==> src/rtl/swhfd_pkg.sv <==
// swhfd_pkg: shared types and constants for the single-wire humidity frame decoder
// used by swhfd_frame, swhfd_convert and single_wire_humidity_frame_decoder_core
// no dependencies
`default_nettype none

package swhfd_pkg;

   localparam int FRAME_BYTES = 5;
   localparam int FRAME_BITS  = 40;
   localparam int CSR_INDEX_W = 2;

   // fahrenheit tenths: (c * 9 + 1600) / 5, divide done by reciprocal multiply
   localparam logic [18:0] FAH_OFFSET = 19'd1600;
   localparam logic [19:0] DIV5_RECIP = 20'd838861;
   localparam int          DIV5_SHIFT = 22;

   localparam logic CMD_TICK  = 1'b0;
   localparam logic CMD_START = 1'b1;

   localparam logic END_IDLE  = 1'b0;
   localparam logic END_ABORT = 1'b1;

   typedef enum logic [CSR_INDEX_W-1:0] {
      CSR_ONE_BIT_MIN = 2'd0,
      CSR_ABORT_MIN   = 2'd1,
      CSR_IDLE_TIMEOUT = 2'd2,
      CSR_LEAD_PULSES = 2'd3
   } csr_index_type;

   typedef struct packed {
      logic [7:0] one_bit_min_ticks;
      logic [7:0] abort_min_ticks;
      logic [7:0] idle_timeout_ticks;
      logic [2:0] lead_pulses;
   } cfg_type;

   typedef struct packed {
      logic [FRAME_BYTES-1:0][7:0] bytes;
      logic                        end_reason;
      logic [5:0]                  bits_received;
   } frame_type;

endpackage

`default_nettype wire

==> src/rtl/swhfd_frame.sv <==
// swhfd_frame: pulse measurement, bit assembly and frame capture register
// depends on swhfd_pkg
`default_nettype none

module swhfd_frame (
   input  logic                clock,
   input  logic                reset,
   input  swhfd_pkg::cfg_type  cfg,
   input  logic                req_valid,
   output logic                req_stall,
   input  logic                req_cmd,
   input  logic                req_line_level,
   output logic                frame_valid,
   input  logic                frame_ready,
   output swhfd_pkg::frame_type frame_out
);
   import swhfd_pkg::*;

   logic                        active_ff, active_in;
   logic [7:0]                  high_ff, high_in;
   logic [7:0]                  shift_ff, shift_in;
   logic [3:0]                  bib_ff, bib_in;
   logic [5:0]                  pulse_ff, pulse_in;
   logic [FRAME_BYTES-1:0][7:0] bytes_ff, bytes_in;
   logic                        out_valid_ff, out_valid_in;
   frame_type                   out_ff, out_in;

   logic       accept;
   logic       emit;
   logic       reason;
   logic [7:0] high_inc;
   logic [5:0] pulse_nx;
   logic [5:0] bits_now;
   logic [5:0] bits_nx;
   logic       bit_val;
   logic [7:0] shift_nx;
   logic [3:0] bib_nx;
   logic [2:0] byte_sel;
   logic [2:0] byte_idx;

   function automatic logic [5:0] data_bits(input logic [5:0] pc, input logic [2:0] lead);
      logic [5:0] n;
      n = pc - {3'b000, lead};
      if (pc <= {3'b000, lead}) begin
         return 6'd0;
      end
      if (n > 6'(FRAME_BITS)) begin
         return 6'(FRAME_BITS);
      end
      return n;
   endfunction

   assign req_stall   = out_valid_ff & ~frame_ready;
   assign accept      = req_valid & ~req_stall;
   assign frame_valid = out_valid_ff;
   assign frame_out   = out_ff;

   assign high_inc = (high_ff != 8'hFF) ? high_ff + 8'd1 : high_ff;
   assign pulse_nx = pulse_ff + 6'd1;
   assign bits_now = data_bits(pulse_ff, cfg.lead_pulses);
   assign bits_nx  = data_bits(pulse_nx, cfg.lead_pulses);
   assign bit_val  = (high_ff >= cfg.one_bit_min_ticks);
   assign shift_nx = {shift_ff[6:0], bit_val};
   assign bib_nx   = bib_ff + 4'd1;
   assign byte_sel = bits_nx[5:3];
   assign byte_idx = byte_sel - 3'd1;

   always_comb begin
      active_in = active_ff;
      high_in   = high_ff;
      shift_in  = shift_ff;
      bib_in    = bib_ff;
      pulse_in  = pulse_ff;
      bytes_in  = bytes_ff;
      emit      = 1'b0;
      reason    = END_IDLE;
      if (accept) begin
         if (req_cmd == CMD_START) begin
            active_in = 1'b1;
            high_in   = 8'd0;
            shift_in  = 8'd0;
            bib_in    = 4'd0;
            pulse_in  = 6'd0;
            bytes_in  = '0;
         end else if (active_ff) begin
            if (req_line_level) begin
               high_in = high_inc;
               if (high_inc >= cfg.idle_timeout_ticks) begin
                  emit      = 1'b1;
                  reason    = END_IDLE;
                  active_in = 1'b0;
               end
            end else if (high_ff != 8'd0) begin
               if (high_ff >= cfg.abort_min_ticks) begin
                  emit      = 1'b1;
                  reason    = END_ABORT;
                  active_in = 1'b0;
               end else begin
                  high_in = 8'd0;
                  if (bits_now < 6'(FRAME_BITS)) begin
                     pulse_in = pulse_nx;
                     if (pulse_nx > {3'b000, cfg.lead_pulses}) begin
                        shift_in = shift_nx;
                        bib_in   = bib_nx;
                        if (bib_nx >= 4'd8) begin
                           if (byte_sel != 3'd0 && byte_sel <= 3'(FRAME_BYTES)) begin
                              bytes_in[byte_idx] = shift_nx;
                           end
                           shift_in = 8'd0;
                           bib_in   = 4'd0;
                        end
                     end
                  end
               end
            end
         end
      end
   end

   always_comb begin
      out_in       = out_ff;
      out_valid_in = out_valid_ff;
      if (frame_ready) begin
         out_valid_in = 1'b0;
      end
      if (emit) begin
         out_valid_in         = 1'b1;
         out_in.bytes         = bytes_ff;
         out_in.end_reason    = reason;
         out_in.bits_received = bits_now;
      end
   end

   always_ff @(posedge clock) begin
      if (reset) begin
         active_ff    <= 1'b0;
         high_ff      <= 8'd0;
         shift_ff     <= 8'd0;
         bib_ff       <= 4'd0;
         pulse_ff     <= 6'd0;
         bytes_ff     <= '0;
         out_valid_ff <= 1'b0;
      end else begin
         active_ff    <= active_in;
         high_ff      <= high_in;
         shift_ff     <= shift_in;
         bib_ff       <= bib_in;
         pulse_ff     <= pulse_in;
         bytes_ff     <= bytes_in;
         out_valid_ff <= out_valid_in;
      end
   end

   always_ff @(posedge clock) begin
      out_ff <= out_in;
   end

endmodule

`default_nettype wire

==> src/rtl/swhfd_convert.sv <==
// swhfd_convert: frame bytes to humidity, celsius, fahrenheit and checksum flag
// two register stages with the result register; depends on swhfd_pkg
`default_nettype none

module swhfd_convert (
   input  logic                 clock,
   input  logic                 reset,
   input  logic                 frame_valid,
   output logic                 frame_ready,
   input  swhfd_pkg::frame_type frame_in,
   output logic                 rsp_valid,
   input  logic                 rsp_stall,
   output logic [15:0]          rsp_humidity_tenths,
   output logic signed [15:0]   rsp_celsius_tenths,
   output logic signed [16:0]   rsp_fahrenheit_tenths,
   output logic                 rsp_checksum_ok,
   output logic                 rsp_end_reason,
   output logic [5:0]           rsp_bits_received
);
   import swhfd_pkg::*;

   // stage b: decoded values and fahrenheit numerator magnitude
   logic        b_valid_ff;
   logic [15:0] b_hum_ff, b_hum_in;
   logic [15:0] b_cel_ff, b_cel_in;
   logic        b_ok_ff, b_ok_in;
   logic        b_reason_ff;
   logic [5:0]  b_bits_ff;
   logic [18:0] b_ax_ff, b_ax_in;
   logic        b_xneg_ff, b_xneg_in;

   // stage c: result register
   logic        c_valid_ff;
   logic [15:0] c_hum_ff;
   logic [15:0] c_cel_ff;
   logic [16:0] c_fah_ff, c_fah_in;
   logic        c_ok_ff;
   logic        c_reason_ff;
   logic [5:0]  c_bits_ff;

   logic        c_ready;
   logic        b_ready;
   logic [7:0]  b0, b1, b2, b3, b4;
   logic [14:0] mag;
   logic [18:0] mag9;
   logic [7:0]  sum;
   logic [38:0] prod;
   logic [16:0] quot;

   assign c_ready     = ~c_valid_ff | ~rsp_stall;
   assign b_ready     = ~b_valid_ff | c_ready;
   assign frame_ready = b_ready;

   assign b0 = frame_in.bytes[0];
   assign b1 = frame_in.bytes[1];
   assign b2 = frame_in.bytes[2];
   assign b3 = frame_in.bytes[3];
   assign b4 = frame_in.bytes[4];

   assign mag  = {b2[6:0], b3};
   assign mag9 = {1'b0, mag, 3'b000} + {4'b0000, mag};
   assign sum  = b0 + b1 + b2 + b3;

   always_comb begin
      b_hum_in = {b0, b1};
      b_cel_in = b2[7] ? 16'd0 - {1'b0, mag} : {1'b0, mag};
      b_ok_in  = (b4 == sum) && (sum != 8'd0);
      if (!b2[7]) begin
         b_ax_in   = mag9 + FAH_OFFSET;
         b_xneg_in = 1'b0;
      end else if (mag9 >= FAH_OFFSET) begin
         b_ax_in   = mag9 - FAH_OFFSET;
         b_xneg_in = 1'b1;
      end else begin
         b_ax_in   = FAH_OFFSET - mag9;
         b_xneg_in = 1'b0;
      end
   end

   assign prod     = 39'(b_ax_ff) * 39'(DIV5_RECIP);
   assign quot     = prod[DIV5_SHIFT +: 17];
   assign c_fah_in = b_xneg_ff ? 17'd0 - quot : quot;

   always_ff @(posedge clock) begin
      if (reset) begin
         b_valid_ff <= 1'b0;
         c_valid_ff <= 1'b0;
      end else begin
         if (b_ready) begin
            b_valid_ff <= frame_valid;
         end
         if (c_ready) begin
            c_valid_ff <= b_valid_ff;
         end
      end
   end

   always_ff @(posedge clock) begin
      if (b_ready && frame_valid) begin
         b_hum_ff    <= b_hum_in;
         b_cel_ff    <= b_cel_in;
         b_ok_ff     <= b_ok_in;
         b_reason_ff <= frame_in.end_reason;
         b_bits_ff   <= frame_in.bits_received;
         b_ax_ff     <= b_ax_in;
         b_xneg_ff   <= b_xneg_in;
      end
      if (c_ready && b_valid_ff) begin
         c_hum_ff    <= b_hum_ff;
         c_cel_ff    <= b_cel_ff;
         c_fah_ff    <= c_fah_in;
         c_ok_ff     <= b_ok_ff;
         c_reason_ff <= b_reason_ff;
         c_bits_ff   <= b_bits_ff;
      end
   end

   assign rsp_valid             = c_valid_ff;
   assign rsp_humidity_tenths   = c_hum_ff;
   assign rsp_celsius_tenths    = c_cel_ff;
   assign rsp_fahrenheit_tenths = c_fah_ff;
   assign rsp_checksum_ok       = c_ok_ff;
   assign rsp_end_reason        = c_reason_ff;
   assign rsp_bits_received     = c_bits_ff;

endmodule

`default_nettype wire

==> src/rtl/single_wire_humidity_frame_decoder_core.sv <==
// single_wire_humidity_frame_decoder_core: top level, configuration registers
// depends on swhfd_pkg, swhfd_frame and swhfd_convert
//
// usage:
//   req channel: one item per microsecond tick; req_cmd selects a sample tick
//   (req_line_level is the sampled line) or a start that clears and arms a frame
//   rsp channel: one item per finished frame (idle timeout or overlong pulse abort)
//   with humidity, celsius and fahrenheit tenths, checksum flag, end reason and
//   the number of data bits received
//   csr port: csr_write with csr_index and csr_data sets one of the four thresholds,
//   effective from the next item
// timing:
//   one req item per cycle sustained while req_stall is low; the frame state updates in the cycle of accept
//   a result passes the frame output register, stage b and the rsp register after the item that ends the frame
// reset:
//   synchronous, active high; thresholds return to 30, 85, 200 and 2 and the
//   decoder waits idle for a start item
// stall:
//   results queue in three register stages; req_stall rises only when all three
//   hold a result and rsp_stall is high
`default_nettype none

module single_wire_humidity_frame_decoder_core (
   input  logic                              clock,
   input  logic                              reset,
   input  logic                              req_valid,
   output logic                              req_stall,
   input  logic                              req_cmd,
   input  logic                              req_line_level,
   output logic                              rsp_valid,
   input  logic                              rsp_stall,
   output logic [15:0]                       rsp_humidity_tenths,
   output logic signed [15:0]                rsp_celsius_tenths,
   output logic signed [16:0]                rsp_fahrenheit_tenths,
   output logic                              rsp_checksum_ok,
   output logic                              rsp_end_reason,
   output logic [5:0]                        rsp_bits_received,
   input  logic                              csr_write,
   input  logic [swhfd_pkg::CSR_INDEX_W-1:0] csr_index,
   input  logic [7:0]                        csr_data
);
   import swhfd_pkg::*;

   cfg_type   cfg_ff, cfg_in;
   frame_type frame;
   logic      frame_valid;
   logic      frame_ready;

   always_comb begin
      cfg_in = cfg_ff;
      if (csr_write) begin
         unique case (csr_index_type'(csr_index))
            CSR_ONE_BIT_MIN:  cfg_in.one_bit_min_ticks  = csr_data;
            CSR_ABORT_MIN:    cfg_in.abort_min_ticks    = csr_data;
            CSR_IDLE_TIMEOUT: cfg_in.idle_timeout_ticks = csr_data;
            CSR_LEAD_PULSES:  cfg_in.lead_pulses        = csr_data[2:0];
            default:          cfg_in = cfg_ff;
         endcase
      end
   end

   always_ff @(posedge clock) begin
      if (reset) begin
         cfg_ff.one_bit_min_ticks  <= 8'd30;
         cfg_ff.abort_min_ticks    <= 8'd85;
         cfg_ff.idle_timeout_ticks <= 8'd200;
         cfg_ff.lead_pulses        <= 3'd2;
      end else begin
         cfg_ff <= cfg_in;
      end
   end

   swhfd_frame u_frame (
      .clock          (clock),
      .reset          (reset),
      .cfg            (cfg_ff),
      .req_valid      (req_valid),
      .req_stall      (req_stall),
      .req_cmd        (req_cmd),
      .req_line_level (req_line_level),
      .frame_valid    (frame_valid),
      .frame_ready    (frame_ready),
      .frame_out      (frame)
   );

   swhfd_convert u_convert (
      .clock                 (clock),
      .reset                 (reset),
      .frame_valid           (frame_valid),
      .frame_ready           (frame_ready),
      .frame_in              (frame),
      .rsp_valid             (rsp_valid),
      .rsp_stall             (rsp_stall),
      .rsp_humidity_tenths   (rsp_humidity_tenths),
      .rsp_celsius_tenths    (rsp_celsius_tenths),
      .rsp_fahrenheit_tenths (rsp_fahrenheit_tenths),
      .rsp_checksum_ok       (rsp_checksum_ok),
      .rsp_end_reason        (rsp_end_reason),
      .rsp_bits_received     (rsp_bits_received)
   );

endmodule

`default_nettype wire
==> config.mk <==
export PLATFORM = sky130hd
export DESIGN_NAME = single_wire_humidity_frame_decoder_core
export DESIGN_NICKNAME = d
export VERILOG_FILES = /design/src/rtl/swhfd_pkg.sv /design/src/rtl/swhfd_frame.sv /design/src/rtl/swhfd_convert.sv /design/src/rtl/single_wire_humidity_frame_decoder_core.sv
export SDC_FILE = /design/constraint.sdc
export NUM_CORES = 1
export LEC_CHECK = 0
export BUFFER_PORTS_ARGS = -buffer_cell sky130_fd_sc_hd__buf_2
export CORE_MARGIN = 1.5
export CORE_UTILIZATION = 33
export CTS_BUF_LIST = sky130_fd_sc_hd__clkbuf_8
export DETAILED_ROUTE_END_ITERATION = 10
export HOLD_SLACK_MARGIN = 0.02
export PLACE_DENSITY = 0.56
export SETUP_SLACK_MARGIN = 0.05
export SYNTH_ARGS = -nofsm -noshare
export SYNTH_HDL_FRONTEND = slang
export SYNTH_SLANG_ARGS = --single-unit
==> constraint.sdc <==
create_clock -name clock -period 6.24 [get_ports clock]
set_input_delay 0.312 -clock clock [delete_from_list [all_inputs] [get_ports clock]]
set_output_delay 0.312 -clock clock [all_outputs]
set_load 0.01 [all_outputs]
==> flow_metrics.py <==
metrics = {
    "status": {
        "status": "complete, but fails checks",
        "violations": "negative setup slack",
    },
    "floorplanning": {
        "die_h_um": 238,
        "fp.dieW_um": 238,
        "core.rowCount": 85,
        "ioPinCount": 76,
        "die-area_um2": 56600,
        "start_util_pct": 33.6,
        "core_um2": 54100,
    },
    "synthesis": {
        "yosysMostFrequentCell": "inv_1",
        "syn_avg_cell_area_um2": 10.4,
        "ys.warnings.count": 0,
        "synth_top_area_share_pct": 26.9,
        "synthesis.nets": 2073,
        "synth-async-reset-ratio_pct": 0,
        "mappedNetlistArea_um2": 18200,
        "yosys_most_used_dff": "edfxtp_1",
        "synth_cells": 1743,
        "netlist_top_cells_area": "edfxtp_1 (27%), ha_1 (14%), fa_1 (13%)",
        "synth.distinct_cells": 85,
        "synth_commonest_cells": "inv_1 (257), ha_1 (199), edfxtp_1 (163), nand2_1 (118), fa_1 (114)",
        "synth-edff-count": 163,
        "ys_seq_area_share_pct": 37.4,
        "ys_ff_latch": 259,
        "synth_top_cell_by_area": "edfxtp_1",
    },
    "clock_network": {
        "clk_pin_slew_ns": 0.06,
        "cts_root_buffer": "clkbuf_8",
        "cts_tree": "built",
        "htreeDepth": 2,
        "clock_path_buffers": 3,
        "insertion_delay_ns": 0.64,
        "numCtsBuffers": 47,
        "cts.sinks": 259,
    },
    "critical_path": {
        "critPathTopFamily": "adder cells",
        "crit_path_start": "u_convert.b_ax_ff[9]",
        "r2r_slack_ns": -0.60,
        "cp_num_buf_inv": 9,
        "r2r-start": "u_convert.b_ax_ff[9]",
        "crit_slowest_cell": "fa_2",
        "critPathRequiredTime_ns": 6.63,
        "crit_type": "reg -> reg",
        "crit_arrival_ns": 7.23,
        "slowest_delay_ns": 0.58,
        "critPathMaxFanout": 5,
        "crit_path_start_kind": "register",
        "critical_path.cell_chain": "ha_1, inv_2, fa_2, inv_2, fa_1, inv_1, fa_1, fa_1, inv_1, fa_1, inv_2, ha_4, nand4_1, buf_4, buf_4, buf_4, o311ai_4, and3_4, o2111ai_4, or4_4, or4b_4, buf_4, o21ai_2, xnor2_1",
        "r2r-end": "u_convert.rsp_fahrenheit_tenths[14]",
        "reg2reg_depth": 24,
        "end_kind": "register",
    },
    "sta": {
        "setup_viol": 10,
        "maxSlewViolCount": 0,
        "fin_setup_tns_ns": -3.25,
        "finClkSkew_ns": 0.0267,
        "maxSlewHeadroom_pct": 27.9,
        "worst_pin_slew_ns": 1.08,
        "fin_ws_ns": -0.604,
        "rsz0062_at_grt": "yes",
        "min_period_ns": 6.84,
        "hold_viol_final": 0,
        "period_share_pct": 110,
        "max_freq_ghz": 0.146,
    },
    "global_routing": {
        "grt_pass1_vias": 13700,
        "grt_max_degree": 59,
        "grt_overflow_total": 0,
        "antenna_found_initial": 1,
        "grt_pass1_wl_mm": 68.4,
        "grt_use_total_pct": 15.0,
    },
    "placed_design": {
        "gp_congestion": 0.874,
        "postPlaceCellArea_um2": 20600,
        "place_ws_ns": -0.776,
        "port_buffers": 75,
        "dp_hpwl_mm": 32.7,
    },
    "min_path": {
        "hold_depth": 4,
        "whs_endpoint": "u_frame.bib_ff[0]",
        "hold_start": "req_cmd",
        "hold_class": "in -> reg",
    },
    "drt": {
        "ant_nets": 0,
        "drc": 0,
        "drt_iter0_drc": 514,
        "wl_mm": 42.1,
        "dr.pass1.iters": 5,
        "wl_per_cell_um": 15.3,
        "via_per_inst": 4.83,
        "num_vias": 13300,
    },
    "cells_and_area": {
        "nets": 2350,
        "syn2layout_area_growth_pct": 21.4,
        "fillCellCount": 5268,
        "drive_gt1_share_pct": 19.6,
        "n_antenna_cell": 0,
        "fin_area_um2": 22100,
    },
    "pwr": {
        "powerDensity_nw_per_um2": 155,
        "vdd_drop_max_mv": 0.163,
        "p_leak_nw": 9.51,
    },
    "job": {
        "cap_viol_max_count": 0,
    },
}
==> worst max-delay path by stage <==
stage | cells after the start | slack, ns | to
after floorplan | 24 | -0.45 | u_convert.rsp_fahrenheit_tenths[16]
after global placement | 23 | -0.70 | u_convert.rsp_fahrenheit_tenths[16]
after detailed placement | 23 | -0.78 | u_convert.rsp_fahrenheit_tenths[16]
after CTS | 26 | -0.54 | u_convert.rsp_fahrenheit_tenths[16]
after global routing | 22 | -0.82 | u_convert.rsp_fahrenheit_tenths[16]
final | 24 | -0.60 | u_convert.rsp_fahrenheit_tenths[14]
==> where the power goes <==
group | switching, mW | total (mW) | internal, mW
clock | 0.740 | 1.53 | 0.792
combinational | 0.0542 | 0.0876 | 0.0334
sequential | 0.00395 | 1.81 | 1.81
==> cell type report <==
class / instances / area (um2) / share of cell area [%]
timing repair buffer: 267 / 1850 / 8.36
clock inverter: 36 / 211 / 0.957
inverter: 257 / 965 / 4.36
multi-input combinational: 1188 / 10700 / 48.4
tap: 696 / 871 / 3.94
sequential: 259 / 6820 / 30.8
clock buffer: 50 / 688 / 3.11
==> flip-flops by register name (all words and copies together), names as in the netlist, 4 cells and up <==
name	cells
cfg_ff	27
u_convert.b_ax_ff	19
u_convert.b_bits_ff	6
u_convert.b_cel_ff	15
u_convert.b_hum_ff	16
u_convert.rsp_bits_received	6
u_convert.rsp_celsius_tenths	16
u_convert.rsp_fahrenheit_tenths	17
u_convert.rsp_humidity_tenths	16
u_frame.bib_ff	4
u_frame.bytes_ff	40
u_frame.frame_out	47
u_frame.high_ff	8
u_frame.pulse_ff	6
u_frame.shift_ff	7
==> repair_timing <==
action / CTS / global route
hold buffers: 9 / 0
endpoints found under the hold margin: 28 / 0
gates resized for setup: 44 / 16
buffers inserted: 17 / 5
pin swaps: 20 / 10
setup endpoints to repair: 11 / 13
==> layer usage <==
layer  share of wire, %  GRT usage, %  vias to the layer above
met3                4.0          2.73                       74
met1                 43          18.1                     6380
met4                2.6          4.90                        0
met2                 50          26.9                      222
met5                  0             0                        -
li1                   -             -                     6611
==> stage by stage <==
stage	util (%)	cells	hold WS, ns	total power, mW
2_1_floorplan	-	1743	0.400	1.90
3_3_place_gp	38.0	2636	0.403	1.93
3_5_place_dp	38.0	2636	0.405	1.93
4_1_cts	40.6	2748	0.0889	3.50
5_1_grt	40.8	2753	0.126	3.58
6_report	40.8	2753	0.148	3.43
==> worst register-to-register path: cells and delay by family, from the launching register on <==
family / cells / cell delay, ns
adder cells (fa/ha/maj): 7 / 3.17
AND/OR/NAND/NOR: 4 / 1.48
buffers and inverters: 9 / 0.87
AO/OA/AOI/OAI: 3 / 0.59
flip-flops: 1 / 0.40
XOR/XNOR: 1 / 0.08
==> kinds of logic (layout without fill, tap and decap cells) <==
logic type,after synthesis,count (layout),synth area share (%)
buffers and inverters,296,610,6.15
AND/OR/NAND/NOR,415,415,11.3
flip-flops,259,259,37.4
multiplexers,38,38,2.11
XOR/XNOR,101,101,4.86
adder cells (fa/ha/maj),313,313,26.2
AO/OA/AOI/OAI,321,321,12.0
==> placed cells by master, fill, tap and decap left out, types with 8 or more instances in the layout <==
cell,instances
inv_1,272
ha_1,185
buf_4,181
edfxtp_1,163
nand2_1,118
fa_1,111
dfxtp_1,96
nor2_1,90
buf_2,75
xnor2_1,70
a21oi_1,68
o21ai_0,67
nand3_1,59
clkbuf_8,50
mux2i_1,35
a21o_1,34
nand2b_1,28
xor2_1,28
nor3_1,19
ha_4,13
and3_1,12
o21a_1,12
a211oi_1,11
nand3b_1,11
o211ai_1,11
and2_1,11
a211o_1,10
o21bai_1,9
dlygate4sd3_1,9
or3_1,8
Note: power is estimated with default switching activity, not from simulation.
